===== src/fsd_pkg.sv =====
// shared types and constants for the flight stage detector
package fsd_pkg;

    // widths of time stamps and fixed point quantities
    localparam int TIME_WIDTH = 32;
    localparam int FRAC_BITS  = 8;
    localparam int ACC_WIDTH  = 24;
    localparam int SPD_WIDTH  = 23;
    localparam int STG_WIDTH  = 3;
    localparam int IDX_WIDTH  = 3;
    localparam int DAT_WIDTH  = 32;

    // stage codes
    localparam logic [STG_WIDTH-1:0] ST_UNINIT  = 3'd0;
    localparam logic [STG_WIDTH-1:0] ST_PAD     = 3'd1;
    localparam logic [STG_WIDTH-1:0] ST_BOOST   = 3'd2;
    localparam logic [STG_WIDTH-1:0] ST_COAST   = 3'd3;
    localparam logic [STG_WIDTH-1:0] ST_APOGEE  = 3'd4;
    localparam logic [STG_WIDTH-1:0] ST_DESCENT = 3'd5;
    localparam logic [STG_WIDTH-1:0] ST_LANDED  = 3'd6;

    // operation codes
    localparam logic OP_SAMPLE = 1'b0;
    localparam logic OP_FORCE  = 1'b1;

    // register indexes
    localparam logic [IDX_WIDTH-1:0] REG_BOOST_ACCEL   = 3'd0;
    localparam logic [IDX_WIDTH-1:0] REG_LIFTOFF_TIME  = 3'd1;
    localparam logic [IDX_WIDTH-1:0] REG_BURNOUT_ACCEL = 3'd2;
    localparam logic [IDX_WIDTH-1:0] REG_BURNOUT_TIME  = 3'd3;
    localparam logic [IDX_WIDTH-1:0] REG_APOGEE_SPEED  = 3'd4;
    localparam logic [IDX_WIDTH-1:0] REG_DESCENT_SPEED = 3'd5;
    localparam logic [IDX_WIDTH-1:0] REG_LANDING_SPEED = 3'd6;
    localparam logic [IDX_WIDTH-1:0] REG_LANDING_TIME  = 3'd7;

    // register reset values
    localparam logic signed [ACC_WIDTH-1:0] RST_BOOST_ACCEL   = 24'sd30 <<< FRAC_BITS;
    localparam logic [TIME_WIDTH-1:0]       RST_LIFTOFF_TIME  = 32'd100000;
    localparam logic signed [ACC_WIDTH-1:0] RST_BURNOUT_ACCEL = 24'sd0;
    localparam logic [TIME_WIDTH-1:0]       RST_BURNOUT_TIME  = 32'd100000;
    localparam logic [SPD_WIDTH-1:0]        RST_APOGEE_SPEED  = 23'd2 << FRAC_BITS;
    localparam logic signed [ACC_WIDTH-1:0] RST_DESCENT_SPEED = -(24'sd2 <<< FRAC_BITS);
    localparam logic [SPD_WIDTH-1:0]        RST_LANDING_SPEED = 23'd1 << FRAC_BITS;
    localparam logic [TIME_WIDTH-1:0]       RST_LANDING_TIME  = 32'd2000000;

    // configuration set
    typedef struct packed {
        logic signed [ACC_WIDTH-1:0] boost_accel;
        logic [TIME_WIDTH-1:0]       liftoff_time;
        logic signed [ACC_WIDTH-1:0] burnout_accel;
        logic [TIME_WIDTH-1:0]       burnout_time;
        logic [SPD_WIDTH-1:0]        apogee_speed;
        logic signed [ACC_WIDTH-1:0] descent_speed;
        logic [SPD_WIDTH-1:0]        landing_speed;
        logic [TIME_WIDTH-1:0]       landing_time;
    } t_cfg;

    // one input item
    typedef struct packed {
        logic                        op;
        logic [TIME_WIDTH-1:0]       time_us;
        logic signed [ACC_WIDTH-1:0] accel_z;
        logic signed [ACC_WIDTH-1:0] vel_z;
        logic [STG_WIDTH-1:0]        new_stage;
    } t_item;

endpackage


===== src/flight_stage_detector_top.sv =====
// top level of the flight stage detector: input and result registers around the core
//
// One item is taken per clock cycle unless the output stalls. An accepted item sits
// in the input register, the stage logic decides its result in the following cycle and
// the result register captures and presents it, so a fresh item may follow every cycle
// while the output keeps up; the result register decouples the two
// channels, and only a stalled output with both registers full holds the input.
// The stage transition logic and its stage register set this one-item-per-cycle
// figure. Configuration writes take effect at once and are meant for idle periods.
module flight_stage_detector_top (
    input  logic                                  i_clk,
    input  logic                                  i_rst_n,
    input  logic                                  i_cfg_we,
    input  logic [fsd_pkg::IDX_WIDTH-1:0]         i_cfg_index,
    input  logic [fsd_pkg::DAT_WIDTH-1:0]         i_cfg_data,
    input  logic                                  i_in_valid,
    output logic                                  o_in_ready,
    input  logic                                  i_op,
    input  logic [fsd_pkg::TIME_WIDTH-1:0]        i_time_us,
    input  logic signed [fsd_pkg::ACC_WIDTH-1:0]  i_accel_z,
    input  logic signed [fsd_pkg::ACC_WIDTH-1:0]  i_vel_z,
    input  logic [fsd_pkg::STG_WIDTH-1:0]         i_new_stage,
    output logic                                  o_out_valid,
    input  logic                                  i_out_ready,
    output logic [fsd_pkg::STG_WIDTH-1:0]         o_stage,
    output logic                                  o_changed
);
    import fsd_pkg::*;

    t_cfg                 cfg;
    t_item                r_item;
    logic                 r_in_valid;
    logic                 r_out_valid;
    logic [STG_WIDTH-1:0] r_stage;
    logic                 r_changed;
    logic [STG_WIDTH-1:0] core_stage;
    logic                 core_changed;
    logic                 advance;

    // item moves to the result register when that register is free or being emptied
    assign advance    = r_in_valid && (!r_out_valid || i_out_ready);
    assign o_in_ready = !r_in_valid || advance;

    fsd_cfg u_cfg (
        .i_clk       (i_clk),
        .i_rst_n     (i_rst_n),
        .i_cfg_we    (i_cfg_we),
        .i_cfg_index (i_cfg_index),
        .i_cfg_data  (i_cfg_data),
        .o_cfg       (cfg)
    );

    fsd_core u_core (
        .i_clk     (i_clk),
        .i_rst_n   (i_rst_n),
        .i_cfg     (cfg),
        .i_item    (r_item),
        .i_commit  (advance),
        .o_stage   (core_stage),
        .o_changed (core_changed)
    );

    // input register control
    always_ff @(posedge i_clk) begin
        if (!i_rst_n) begin
            r_in_valid <= 1'b0;
        end else if (o_in_ready) begin
            r_in_valid <= i_in_valid;
        end
    end

    // input register payload
    always_ff @(posedge i_clk) begin
        if (o_in_ready && i_in_valid) begin
            r_item.op        <= i_op;
            r_item.time_us   <= i_time_us;
            r_item.accel_z   <= i_accel_z;
            r_item.vel_z     <= i_vel_z;
            r_item.new_stage <= i_new_stage;
        end
    end

    // result register control
    always_ff @(posedge i_clk) begin
        if (!i_rst_n) begin
            r_out_valid <= 1'b0;
        end else if (advance) begin
            r_out_valid <= 1'b1;
        end else if (i_out_ready) begin
            r_out_valid <= 1'b0;
        end
    end

    // result register payload
    always_ff @(posedge i_clk) begin
        if (advance) begin
            r_stage   <= core_stage;
            r_changed <= core_changed;
        end
    end

    assign o_out_valid = r_out_valid;
    assign o_stage     = r_stage;
    assign o_changed   = r_changed;

endmodule


===== src/fsd_cfg.sv =====
// configuration registers of the flight stage detector
module fsd_cfg (
    input  logic                           i_clk,
    input  logic                           i_rst_n,
    input  logic                           i_cfg_we,
    input  logic [fsd_pkg::IDX_WIDTH-1:0]  i_cfg_index,
    input  logic [fsd_pkg::DAT_WIDTH-1:0]  i_cfg_data,
    output fsd_pkg::t_cfg                  o_cfg
);
    import fsd_pkg::*;

    t_cfg r_cfg;

    // register writes, low bits of the data taken for narrower registers
    always_ff @(posedge i_clk) begin
        if (!i_rst_n) begin
            r_cfg.boost_accel   <= RST_BOOST_ACCEL;
            r_cfg.liftoff_time  <= RST_LIFTOFF_TIME;
            r_cfg.burnout_accel <= RST_BURNOUT_ACCEL;
            r_cfg.burnout_time  <= RST_BURNOUT_TIME;
            r_cfg.apogee_speed  <= RST_APOGEE_SPEED;
            r_cfg.descent_speed <= RST_DESCENT_SPEED;
            r_cfg.landing_speed <= RST_LANDING_SPEED;
            r_cfg.landing_time  <= RST_LANDING_TIME;
        end else if (i_cfg_we) begin
            case (i_cfg_index)
                REG_BOOST_ACCEL:   r_cfg.boost_accel   <= i_cfg_data[ACC_WIDTH-1:0];
                REG_LIFTOFF_TIME:  r_cfg.liftoff_time  <= i_cfg_data[TIME_WIDTH-1:0];
                REG_BURNOUT_ACCEL: r_cfg.burnout_accel <= i_cfg_data[ACC_WIDTH-1:0];
                REG_BURNOUT_TIME:  r_cfg.burnout_time  <= i_cfg_data[TIME_WIDTH-1:0];
                REG_APOGEE_SPEED:  r_cfg.apogee_speed  <= i_cfg_data[SPD_WIDTH-1:0];
                REG_DESCENT_SPEED: r_cfg.descent_speed <= i_cfg_data[ACC_WIDTH-1:0];
                REG_LANDING_SPEED: r_cfg.landing_speed <= i_cfg_data[SPD_WIDTH-1:0];
                REG_LANDING_TIME:  r_cfg.landing_time  <= i_cfg_data[TIME_WIDTH-1:0];
                default: ;
            endcase
        end
    end

    assign o_cfg = r_cfg;

endmodule


===== src/fsd_core.sv =====
// stage state, start time latches and transition logic
module fsd_core (
    input  logic                           i_clk,
    input  logic                           i_rst_n,
    input  fsd_pkg::t_cfg                  i_cfg,
    input  fsd_pkg::t_item                 i_item,
    input  logic                           i_commit,
    output logic [fsd_pkg::STG_WIDTH-1:0]  o_stage,
    output logic                           o_changed
);
    import fsd_pkg::*;

    logic [STG_WIDTH-1:0]  r_stage, n_stage;
    logic [TIME_WIDTH-1:0] r_boost_start, r_coast_start, r_landing_start;
    logic                  r_boost_seen, r_coast_seen, r_landing_seen;
    logic                  n_boost_seen, n_coast_seen, n_landing_seen;

    logic [ACC_WIDTH-1:0]  vel_mag;
    logic [TIME_WIDTH-1:0] boost_el, coast_el, landing_el;
    logic                  boost_cond, coast_cond, apogee_cond, descent_cond, landing_cond;

    // qualifying conditions, magnitude kept exact for the most negative velocity
    assign vel_mag      = i_item.vel_z[ACC_WIDTH-1] ? (~i_item.vel_z + 1'b1) : i_item.vel_z;
    assign boost_cond   = i_item.accel_z > i_cfg.boost_accel;
    assign coast_cond   = i_item.accel_z <= i_cfg.burnout_accel;
    assign apogee_cond  = vel_mag < {1'b0, i_cfg.apogee_speed};
    assign descent_cond = i_item.vel_z < i_cfg.descent_speed;
    assign landing_cond = vel_mag < {1'b0, i_cfg.landing_speed};

    // wrapping elapsed times
    assign boost_el   = i_item.time_us - r_boost_start;
    assign coast_el   = i_item.time_us - r_coast_start;
    assign landing_el = i_item.time_us - r_landing_start;

    // next stage and latch flags
    always_comb begin
        n_stage        = r_stage;
        n_boost_seen   = r_boost_seen;
        n_coast_seen   = r_coast_seen;
        n_landing_seen = r_landing_seen;
        if (i_item.op == OP_FORCE) begin
            if (i_item.new_stage <= ST_LANDED) begin
                n_stage = i_item.new_stage;
            end
        end else begin
            case (r_stage)
                ST_PAD: begin
                    if (boost_cond) begin
                        if (!r_boost_seen) begin
                            n_boost_seen = 1'b1;
                        end else if (boost_el > i_cfg.liftoff_time) begin
                            n_stage = ST_BOOST;
                        end
                    end
                end
                ST_BOOST: begin
                    if (coast_cond) begin
                        if (!r_coast_seen) begin
                            n_coast_seen = 1'b1;
                        end else if (coast_el > i_cfg.burnout_time) begin
                            n_stage = ST_COAST;
                        end
                    end
                end
                ST_COAST: begin
                    if (apogee_cond) begin
                        n_stage = ST_APOGEE;
                    end
                end
                ST_APOGEE: begin
                    if (descent_cond) begin
                        n_stage = ST_DESCENT;
                    end
                end
                ST_DESCENT: begin
                    if (landing_cond) begin
                        if (!r_landing_seen) begin
                            n_landing_seen = 1'b1;
                        end else if (landing_el > i_cfg.landing_time) begin
                            n_stage = ST_LANDED;
                        end
                    end
                end
                default: ;
            endcase
        end
    end

    // state update on commit of an item
    always_ff @(posedge i_clk) begin
        if (!i_rst_n) begin
            r_stage         <= ST_UNINIT;
            r_boost_seen    <= 1'b0;
            r_coast_seen    <= 1'b0;
            r_landing_seen  <= 1'b0;
            r_boost_start   <= '0;
            r_coast_start   <= '0;
            r_landing_start <= '0;
        end else if (i_commit) begin
            r_stage        <= n_stage;
            r_boost_seen   <= n_boost_seen;
            r_coast_seen   <= n_coast_seen;
            r_landing_seen <= n_landing_seen;
            if (n_boost_seen && !r_boost_seen) begin
                r_boost_start <= i_item.time_us;
            end
            if (n_coast_seen && !r_coast_seen) begin
                r_coast_start <= i_item.time_us;
            end
            if (n_landing_seen && !r_landing_seen) begin
                r_landing_start <= i_item.time_us;
            end
        end
    end

    assign o_stage   = n_stage;
    assign o_changed = n_stage != r_stage;

    // latches never clear outside reset
    a_boost_seen_holds: assert property (@(posedge i_clk) disable iff (!i_rst_n)
        r_boost_seen |=> r_boost_seen)
        else $error("boost latch cleared");

    a_landing_seen_holds: assert property (@(posedge i_clk) disable iff (!i_rst_n)
        r_landing_seen |=> r_landing_seen)
        else $error("landing latch cleared");

    // a sample reaches boost only from pad with the latch already set
    a_boost_entry: assert property (@(posedge i_clk) disable iff (!i_rst_n)
        (i_item.op == OP_SAMPLE && n_stage == ST_BOOST && r_stage != ST_BOOST)
        |-> (r_stage == ST_PAD && r_boost_seen))
        else $error("boost entered without pad qualification");

    // stage holds while no item commits
    a_stage_stable: assert property (@(posedge i_clk) disable iff (!i_rst_n)
        !i_commit |=> $stable(r_stage))
        else $error("stage moved without an item");

endmodule


===== config.mk =====
export PLATFORM = sky130hd
export DESIGN_NAME = flight_stage_detector_top
export DESIGN_NICKNAME = d
export VERILOG_FILES = /design/src/fsd_pkg.sv /design/src/flight_stage_detector_top.sv /design/src/fsd_cfg.sv /design/src/fsd_core.sv
export SDC_FILE = /design/constraint.sdc
export NUM_CORES = 1
export LEC_CHECK = 0
export BUFFER_PORTS_ARGS = -buffer_cell sky130_fd_sc_hd__buf_2
export CELL_PAD_IN_SITES_DETAIL_PLACEMENT = 2
export CELL_PAD_IN_SITES_GLOBAL_PLACEMENT = 2
export CORE_ASPECT_RATIO = 0.8
export CORE_MARGIN = 3
export CORE_UTILIZATION = 41
export CTS_BUF_LIST = sky130_fd_sc_hd__clkbuf_4
export DETAILED_ROUTE_END_ITERATION = 6
export GPL_TIMING_DRIVEN = 0
export PLACE_DENSITY_LB_ADDON = 0.12
export SYNTH_ARGS = -nofsm -noshare
export SYNTH_HDL_FRONTEND = slang
export SYNTH_HIERARCHICAL = 1
export SYNTH_SLANG_ARGS = --single-unit

===== constraint.sdc =====
create_clock -name i_clk -period 6.6 [get_ports i_clk]
set_clock_uncertainty 0.05 [all_clocks]
set_input_delay 1.32 -clock i_clk [delete_from_list [all_inputs] [get_ports i_clk]]
set_output_delay 1.32 -clock i_clk [all_outputs]
set_load 0.02 [all_outputs]

==> flow_summary_export.csv, run 1 <==
group,metric,value,unit
outcome,outcome,"complete, no violations",
detailed_routing,post-route-drc-count,0,
synthesis,synth_top_area_share,0.255,
synthesis,synthCells,2735,
synthesis,synthesis.nets,3167,
global_route,antenna_found_initial,1,
clock_network,cts_sinks,406,
global_route,grt_pass1_vias,23300,
timing,setup_viol,0,
global_route,grt_max_degree,32,
synthesis,synth_seq_area_share,0.361,
floorplan,start_util,0.416,
detailed_routing,num_vias,21200,
critical_path,setup.worst_path.class,"register to register",
placement,place_congestion,0.878,
global_route,grt.overflow.total,0,
timing,rsz0062_at_grt,"no",
floorplan,dieWidth,282,um
global_route,top_usage_layer,"met2",
detailed_routing,final_antenna_net_count,0,
timing,relSlewSlack,0.149,
critical_path,arrival,6.78,ns
global_route,met2_usage,0.463,
power_and_ir_drop,irDropWorstVdd,169,uV
synthesis,yosysTopAreaCell,"dfxtp_1",
critical_path,critPathSlowestCell,"nor3_1",
clock_network,cts_hold_buf,0,
detailed_routing,first_iter_violations,905,
clock_network,cts_buffers,112,
clock_network,cts_tree,"built",
critical_path,worst_setup_path_end_kind,"register",
timing,final_hold_viol_count,0,
synthesis,synth_area,25000,um2
detailed_routing,avgViaCountPerCell,5.49,
placement,hpwl,68800,um
synthesis,synth-main-ff-cell,"dfxtp_1",
power_and_ir_drop,power_density,219,nW/um2
timing,fmax,0.161,GHz
timing,finalCriticalPeriod,6.22,ns
detailed_routing,drt_first_pass_iters,5,
timing,holdWs,0.414,ns
timing,min_period_over_period,0.943,
synthesis,ys_warn_count,6,
flow_run,max_cap_violations,0,
timing,slew_viol_final,0,
finish,drive_gt1_frac,0.124,
clock_network,clock_tree.buffer_depth,3,
finish,syn_to_final_growth,13.1,%
global_route,gr-usage-all-layers,0.278,
clock_network,cts_root_buffer,"clkbuf_4",
detailed_routing,routed_wirelength,88500,um
worst_hold_path,hold_path.class,"register to register",
finish,nets,3412,
floorplan,die_y,227,um
clock_network,path_clk_slew,0.07,ns
critical_path,path_cells,"inv_1 -> ha_1 -> inv_1 -> fa_1 -> a21oi_1 -> o21ai_0 -> a21oi_2 -> o21ai_1 -> nor2_1 -> xnor2_1 -> ha_1 -> nand4_1 -> nor3_1 -> a21boi_0 -> o41ai_1 -> a31oi_1 -> nand3_1 -> o211ai_2 -> or3_1 -> nand4_1",
critical_path,worst-path-max-fanout,6,
synthesis,synth_edf_count,88,
global_route,use_met1,0.370,
global_route,grtUsageMet3,0.0513,
synthesis,synth_seq_cells,406,
synthesis,async_flop_share,0,
power_and_ir_drop,leakage,12.2,nW
clock_network,clk-insertion-delay-late,0.90,ns
critical_path,worstPathRequired,7.15,ns
floorplan,rows,80,
placement,port_buffers,125,
synthesis,synthTopCellsByArea,"dfxtp_1, ha_1, mux2i_1",
floorplan,fp.dieArea,63900,um2
synthesis,avgSynthCellArea,9.12,um2
clock_network,htree_levels,3,
critical_path,max_stage_delay,0.85,ns
global_route,grt_pass1_wl,136000,um
floorplan,ioPinCount,130,
synthesis,ys_types,76,
synthesis,synthTopCellsByCount,"inv_1, dfxtp_1, mux2i_1",
timing,tightest_slew,1.26,ns
synthesis,yosysMostFrequentCell,"inv_1",
detailed_routing,wl_per_cell,23.0,um
critical_path,cp-start-kind,"register",
power_and_ir_drop,p_total,6.18,mW
floorplan,core,60000,um2
per-stage QoR:
stage,setup TNS [ns],setup slack (ns),std cells,util,cell area [um2]
detailed placement,-1.49,-0.553,3643,0.445,26700
finish,0,0.376,3853,0.471,28200
floorplan,0,0.552,2735,-,25000
global route,0,0.0554,3852,0.471,28200
CTS,0,0.0366,3849,0.470,28200
global placement,-154.99,-1.85,3639,0.443,26600
worst max-delay path: cells and delay by family (launching register included):
family | cells | cell delay, ns
adder cells (fa/ha/maj) | 3 | 0.96
buffers and inverters | 2 | 0.25
AND/OR/NAND/NOR | 6 | 1.89
flip-flops | 1 | 0.50
AO/OA/AOI/OAI | 8 | 2.11
XOR/XNOR | 1 | 0.20
final timing paths:
path	slack [ns]	start	depth (start not counted)	to
setup / recovery	0.38	r_item[51]	20	o_changed
hold / removal	0.41	u_cfg/o_cfg[9]	2	u_cfg/o_cfg[9]
setup reg to reg	0.38	r_item[51]	20	o_changed
hold reg to reg	0.41	u_cfg/o_cfg[9]	2	u_cfg/o_cfg[9]
state kept, by name, summed over array words and instances (netlist names):
signal,cells
r_in_valid,1
r_item,84
u_core/r_coast_seen,1
u_core/r_boost_start,32
o_out_valid,1
u_core/r_boost_seen,1
u_core/r_stage,3
o_changed,1
u_core/r_coast_start,32
u_core/r_landing_seen,1
u_cfg/o_cfg,214
u_core/r_landing_start,32
o_stage,3
layout by cell type, fill, tap and decap left out, drive strengths merged, types with 5 or more instances in the layout:
| cell | netlist | final |
|---|---|---|
| a211oi | 21 | 21 |
| a21boi | 7 | 7 |
| a21o | 73 | 73 |
| a21oi | 134 | 134 |
| a221oi | 5 | 5 |
| a31o | 6 | 6 |
| a31oi | 19 | 19 |
| and3 | 18 | 18 |
| and4 | 5 | 5 |
| buf | 44 | 175 |
| clkbuf | 42 | 207 |
| clkinv | 0 | 37 |
| dfxtp | 318 | 318 |
| edfxtp | 88 | 88 |
| ha | 305 | 305 |
| inv | 336 | 338 |
| mux2i | 311 | 311 |
| nand2 | 301 | 301 |
| nand2b | 13 | 13 |
| nand3 | 40 | 40 |
| nand4 | 38 | 38 |
| nor2 | 176 | 176 |
| nor2b | 78 | 78 |
| nor3 | 24 | 24 |
| nor4 | 11 | 11 |
| o2111ai | 5 | 5 |
| o211ai | 12 | 12 |
| o21a | 21 | 21 |
| o21ai | 77 | 77 |
| o21bai | 11 | 11 |
| o31a | 5 | 5 |
| o31ai | 14 | 14 |
| or2 | 6 | 6 |
| or3 | 10 | 10 |
| xnor2 | 84 | 84 |
| xor2 | 20 | 20 |
power by group:
group | total (mW) | internal (mW) | switching, mW
registers | 2.68 | 2.61 | 0.0700
clock network | 2.45 | 1.23 | 1.22
logic | 1.05 | 0.405 | 0.648
total | 6.18 | 4.24 | 1.94
what timing repair did:
item	4_1_cts	5_1_grt
endpoints found under the setup margin	3	5
pin swaps	0	1
resized for setup	5	8
buffers inserted	0	2
cell families after synthesis:
kind of cell             count (synthesis)  synth area share
AND/OR/NAND/NOR                        742             0.141
buffers and inverters                  422            0.0674
AO/OA/AOI/OAI                          442             0.114
adder cells (fa/ha/maj)                308             0.155
XOR/XNOR                               104            0.0365
multiplexers                           311             0.125
flip-flops                             406             0.361
metal layers:
layer	vias up	share of wire
met4	0	0.027
met2	397	0.46
met5	-	0
met3	159	0.044
li1	10000	-
met1	10600	0.47
area by class of cell:
class	instances	area (um2)
Antenna cell	2	5.00
Buffer	86	420
Clock buffer	165	1240
Clock inverter	41	233
Fill cell	6574	31700
Inverter	336	1260
Multi-Input combinational cell	1907	14400
Sequential cell	406	9010
Tap cell	779	975
Timing Repair Buffer	131	719
(Power assumes the default switching activity.)
==> run 2, diff against run 1 <==
Settings changed: RECOVER_POWER from default to 25.
==> flow_summary_export.csv, run 2 (synthesized netlist as in run 1, its figures left out) <==
group,metric,value,unit
detailed_routing,avgViaCountPerCell,5.50,
timing,slew_viol_final,40,
placement,hpwl,68800,um
global_route,gr-usage-all-layers,0.278,
power_and_ir_drop,p_total,6.17,mW
critical_path,arrival,6.75,ns
critical_path,r2r_slack,0.40,ns
clock_network,htree_levels,3,
outcome,violations,"max-capacitance violations, max-slew violations",
floorplan,core,60000,um2
critical_path,crit_start,"r_item[53]",
global_route,grt.overflow.total,0,
finish,syn_to_final_growth,12.8,%
timing,finalCriticalPeriod,6.20,ns
floorplan,die_y,227,um
finish,largest_reg_flops,214,
timing,rsz0062_at_grt,"no",
finish,final_cell_mix,"inv_1, dfxtp_1, mux2i_1",
floorplan,dieWidth,282,um
power_and_ir_drop,power_density,219,nW/um2
critical_path,worst-path-max-fanout,6,
placement,dp_worst_setup_slack,-0.553,ns
timing,setup_viol,0,
timing,final_hold_viol_count,0,
timing,tightest_slew,1.57,ns
critical_path,rr_endpoint,"o_changed",
clock_network,cts_buffers,112,
worst_hold_path,holdPathStages,2,
global_route,grt_pass1_wl,136000,um
clock_network,cts_hold_buf,0,
detailed_routing,first_iter_violations,1003,
clock_network,path_clk_slew,0.06,ns
placement,dpl.cell_count,3643,
finish,nets,3412,
timing,setup_slack,0.403,ns
flow_run,max_cap_violations,2,
critical_path,worstPathRequired,7.15,ns
critical_path,rr_startpoint,"r_item[53]",
power_and_ir_drop,irDropWorstVdd,168,uV
timing,min_period_over_period,0.939,
worst_hold_path,worst_hold_startpoint,"u_cfg/o_cfg[180]",
floorplan,ioPinCount,130,
detailed_routing,wl_per_cell,23.0,um
critical_path,crit_path_end,"o_changed",
floorplan,rows,80,
placement,place_congestion,0.878,
floorplan,start_util,0.416,
timing,holdWs,0.415,ns
critical_path,cp-start-kind,"register",
floorplan,fp.dieArea,63900,um2
global_route,antenna_found_initial,1,
timing,fmax,0.161,GHz
clock_network,clk-insertion-delay-late,0.90,ns
detailed_routing,post-route-drc-count,0,
critical_path,worst_setup_path_end_kind,"register",
outcome,outcome,"finished, violations left",
detailed_routing,num_vias,21200,
finish,stdcell_count,3853,
worst_hold_path,hold_path.class,"register to register",
finish,drive_gt1_frac,0.119,
finish,layout_commonest_cell,"inv_1",
placement,port_buffers,125,
critical_path,r2r_cells,20,
detailed_routing,drt_first_pass_iters,5,
clock_network,cts_root_buffer,"clkbuf_4",
clock_network,cts_tree,"built",
clock_network,clock_tree.buffer_depth,3,
critical_path,setup.worst_path.class,"register to register",
power_and_ir_drop,leakage,12.2,nW
clock_network,cts_sinks,406,
global_route,grt_pass1_vias,23300,
timing,relSlewSlack,-0.0492,
global_route,grt_max_degree,32,
detailed_routing,routed_wirelength,88500,um
detailed_routing,final_antenna_net_count,0,
## run 2: cell count changes in the layout (fill, tap and decap cells not counted), sizes merged
cell    delta
buf       -12
clkbuf    +12
## run 2: area by class of cell
cell class	count	area (um2)
Sequential cell	406	9010
Timing Repair Buffer	131	667
Tap cell	779	975
Inverter	336	1260
Multi-Input combinational cell	1907	14300
Fill cell	6588	31800
Buffer	86	420
Clock inverter	41	233
Antenna cell	2	5.00
Clock buffer	165	1240
## run 2: power by group
group          switching (mW)  total (mW)  internal, mW
clock                    1.22        2.45          1.23
sequential             0.0697        2.68          2.61
combinational           0.647        1.05         0.401
total                    1.94        6.17          4.23
## run 2: how the worst min path moves through the flow
stage                       end
4_1_cts        u_cfg/o_cfg[181]
5_1_grt         u_cfg/o_cfg[59]
6_report       u_cfg/o_cfg[180]
2_1_floorplan   u_cfg/o_cfg[55]
3_3_place_gp   u_cfg/o_cfg[197]
3_5_place_dp   u_cfg/o_cfg[197]
## run 2: stage by stage
stage | instance area, um2 | TNS, ns | utilization
final | 28100 | 0 | 0.469
after global routing | 28100 | 0 | 0.469
after CTS | 28200 | 0 | 0.470
after detailed placement | 26700 | -1.49 | 0.445
after global placement | 26600 | -154.99 | 0.443
after floorplan | 25000 | 0 | -
## run 2: what timing repair did
action,in CTS,in global routing
buffers inserted,0,2
endpoints found under the setup margin,3,5
pin swaps,0,1
resized for setup,5,8
## run 2: worst max-delay path, stage by stage, from the launching register on
cell      delay [ns]
edfxtp_1        0.52
ha_1            0.40
o21a_1          0.19
o31a_1          0.17
o31ai_2         0.40
a21oi_1         0.27
a311o_1         0.52
a311oi_1        0.47
o31ai_1         0.18
a21oi_1         0.28
xnor2_1         0.13
ha_1            0.32
nand4_1         0.28
nor4bb_4        0.38
buf_4           0.20
o41ai_1         0.19
a31oi_1         0.32
nand3_1         0.16
o211ai_2        0.17
or3_1           0.19
nand4_1         0.12
## run 2: layer usage
metal	part of all wire	track usage	vias to the layer above
met5	0	0	-
met4	0.027	0.0809	0
met2	0.46	0.463	417
li1	-	-	10000
met3	0.046	0.0513	158
met1	0.47	0.370	10600
==> run 3, diff against run 2 <==
Settings changed: CORE_UTILIZATION 41 to 39, SYNTH_HIERARCHICAL 1 to default.
==> flow_summary_export.csv, run 3 <==
group,metric,value,unit
floorplan,core,61500,um2
power_and_ir_drop,irDropWorstVdd,108,uV
synthesis,synth-main-ff-cell,"dfxtp_1",
finish,drive_gt1_frac,0.108,
timing,relSlewSlack,-0.869,
timing,min_period_over_period,0.953,
floorplan,rows,81,
synthesis,synth_area,24400,um2
timing,setup_viol,0,
critical_path,worst-path-max-fanout,6,
synthesis,synthesis.nets,3323,
detailed_routing,num_vias,22300,
timing,tightest_slew,2.80,ns
detailed_routing,final_antenna_net_count,0,
finish,final_area,27800,um2
critical_path,rr_startpoint,"r_item[61]",
timing,fmax,0.159,GHz
clock_network,clk-insertion-delay-late,0.94,ns
global_route,grt_max_degree,53,
critical_path,worst_setup_path_end_kind,"register",
global_route,top_usage_layer,"met2",
global_route,grt_pass1_wl,145000,um
power_and_ir_drop,power_density,224,nW/um2
global_route,met2_usage,0.477,
synthesis,ys_warn_count,0,
synthesis,async_flop_share,0,
timing,holdWs,0.408,ns
critical_path,arrival,6.92,ns
synthesis,ys_types,70,
critical_path,critPathBufInv,0,
critical_path,cp-start-kind,"register",
detailed_routing,drt_first_pass_iters,5,
synthesis,synth_seq_area_share,0.369,
placement,hpwl,72600,um
placement,port_buffers,101,
synthesis,synth_top_area_share,0.261,
critical_path,cp_top_family,"compound AO/OA/AOI/OAI gates",
critical_path,worstPathRequired,7.23,ns
floorplan,start_util,0.397,
timing,finalCriticalPeriod,6.29,ns
clock_network,cts_sinks,406,
global_route,grtUsageMet3,0.0413,
global_route,antenna_found_initial,4,
clock_network,cts_root_buffer,"clkbuf_4",
critical_path,crit_start,"r_item[61]",
floorplan,die_y,230,um
finish,layout_commonest_cell,"nand2_1",
global_route,gr-usage-all-layers,0.285,
finish,nets,3562,
clock_network,cts_tree,"built",
detailed_routing,wl_per_cell,23.3,um
synthesis,avgSynthCellArea,8.45,um2
critical_path,setup.worst_path.class,"register to register",
global_route,grt.overflow.total,0,
critical_path,cp_common_cell,"o21ai_0",
detailed_routing,routed_wirelength,94500,um
placement,place_area,26000,um2
outcome,violations,"max-capacitance violations, max-slew violations",
flow_run,max_cap_violations,1,
clock_network,path_clk_slew,0.07,ns
floorplan,ioPinCount,130,
placement,place_congestion,0.874,
synthesis,yosysTopAreaCell,"dfxtp_1",
timing,final_hold_viol_count,0,
timing,setup_slack,0.308,ns
synthesis,synthTopCellsByCount,"nand2_1, inv_1, dfxtp_1",
global_route,use_met1,0.384,
placement,dp_worst_setup_slack,-0.562,ns
detailed_routing,post-route-drc-count,0,
detailed_routing,first_iter_violations,1248,
detailed_routing,avgViaCountPerCell,5.50,
clock_network,clock_tree.buffer_depth,3,
timing,final.setup.tns,0,ns
timing,slew_viol_final,33,
finish,syn_to_final_growth,13.6,%
synthesis,synth_seq_cells,406,
floorplan,fp.dieArea,65700,um2
clock_network,htree_levels,3,
critical_path,path_cells,"ha_1 -> a21oi_1 -> o21ai_0 -> a221oi_1 -> o21ai_0 -> o21a_1 -> a211o_1 -> a311oi_4 -> o21ai_0 -> a21oi_2 -> xnor2_1 -> ha_1 -> nand4_1 -> or2_2 -> nor3_4 -> o41ai_1 -> a21oi_2 -> o211ai_1 -> a2111oi_4 -> o21ai_1 -> a221o_1",
synthesis,synth_edf_count,88,
worst_hold_path,hold_path.class,"register to register",
global_route,grt_pass1_vias,24600,
finish,fillers,7036,
finish,largest_reg_flops,214,
critical_path,max_stage_delay,0.49,ns
outcome,outcome,"finished, violations left",
synthesis,synthTopCellsByArea,"dfxtp_1, ha_1, edfxtp_1",
worst_hold_path,worst_hold_startpoint,"u_cfg.o_cfg[144]",
finish,final_cell_mix,"nand2_1, inv_1, dfxtp_1",
synthesis,synthCells,2891,
power_and_ir_drop,leakage,11.1,nW
floorplan,dieWidth,286,um
synthesis,yosysMostFrequentCell,"nand2_1",
critical_path,critPathSlowestCell,"edfxtp_1",
clock_network,cts_hold_buf,0,
clock_network,cts_buffers,113,
==> run 3: cell count changes in the layout (fill, tap and decap cells not counted), sizes merged, moves of 9 or more <==
cell,delta
o21ai,-9
clkbuf,+65
o211ai,+37
buf,-35
nand2,+153
nor2b,-53
nand2b,+10
a21o,+37
nand4,+11
nand3,-16
mux2i,-214
a21oi,+162
==> run 3: final timing paths <==
kind                       to  slack, ns  cells past startpoint
min reg2reg  u_cfg.o_cfg[144]       0.41                      2
max                 o_changed       0.31                     21
max reg2reg         o_changed       0.31                     21
min          u_cfg.o_cfg[144]       0.41                      2
==> run 3: report_power, final <==
part	internal, mW	total (mW)	switching, mW
combinational	0.402	1.06	0.658
sequential	2.61	2.68	0.0697
clock	1.27	2.48	1.21
==> run 3: layout make-up <==
cell class	instances	area [um2]	share of cell area
Multi-Input combinational cell	2024	13800	0.495
Sequential cell	406	9010	0.324
Inverter	339	1270	0.0458
Clock buffer	166	1250	0.0449
Tap cell	830	1040	0.0374
Timing Repair Buffer	124	687	0.0247
Buffer	122	492	0.0177
Clock inverter	46	264	0.00951
Antenna cell	1	2.50	0.0000901
==> run 3: repair_timing <==
item / CTS / global route
pin swaps: 1 / 1
gates resized for setup: 8 / 7
endpoints found under the setup margin: 5 / 5
buffers inserted: 2 / 18
==> run 3: metal layers <==
metal | wire length (um) | up-vias
met5 | 26 | -
met2 | 44100 | 392
met4 | 2430 | 4
li1 | - | 10400
met3 | 3750 | 164
met1 | 44200 | 11300
==> run 3: tightest hold or removal path: cells and delay by family, from the launching register on <==
family / cells / cell delay [ns]
compound gates: 1 / 0.05
simple gates: 1 / 0.05
flops: 1 / 0.31
==> run 3: logic make-up after synthesis <==
kind of cell / synth area share
simple gates: 0.152
compound gates: 0.171
buf+inv: 0.0722
flops: 0.369
fa+ha+maj: 0.159
xor+xnor: 0.0376
mux: 0.0397
==> run 3: stage by stage <==
step | total power, mW | utilization | std cells
5_1_grt | 6.57 | 0.451 | 4058
3_3_place_gp | 3.67 | 0.422 | 3822
3_5_place_dp | 3.76 | 0.423 | 3825
2_1_floorplan | 3.36 | - | 2891
4_1_cts | 6.29 | 0.448 | 4039
6_report | 6.22 | 0.451 | 4058
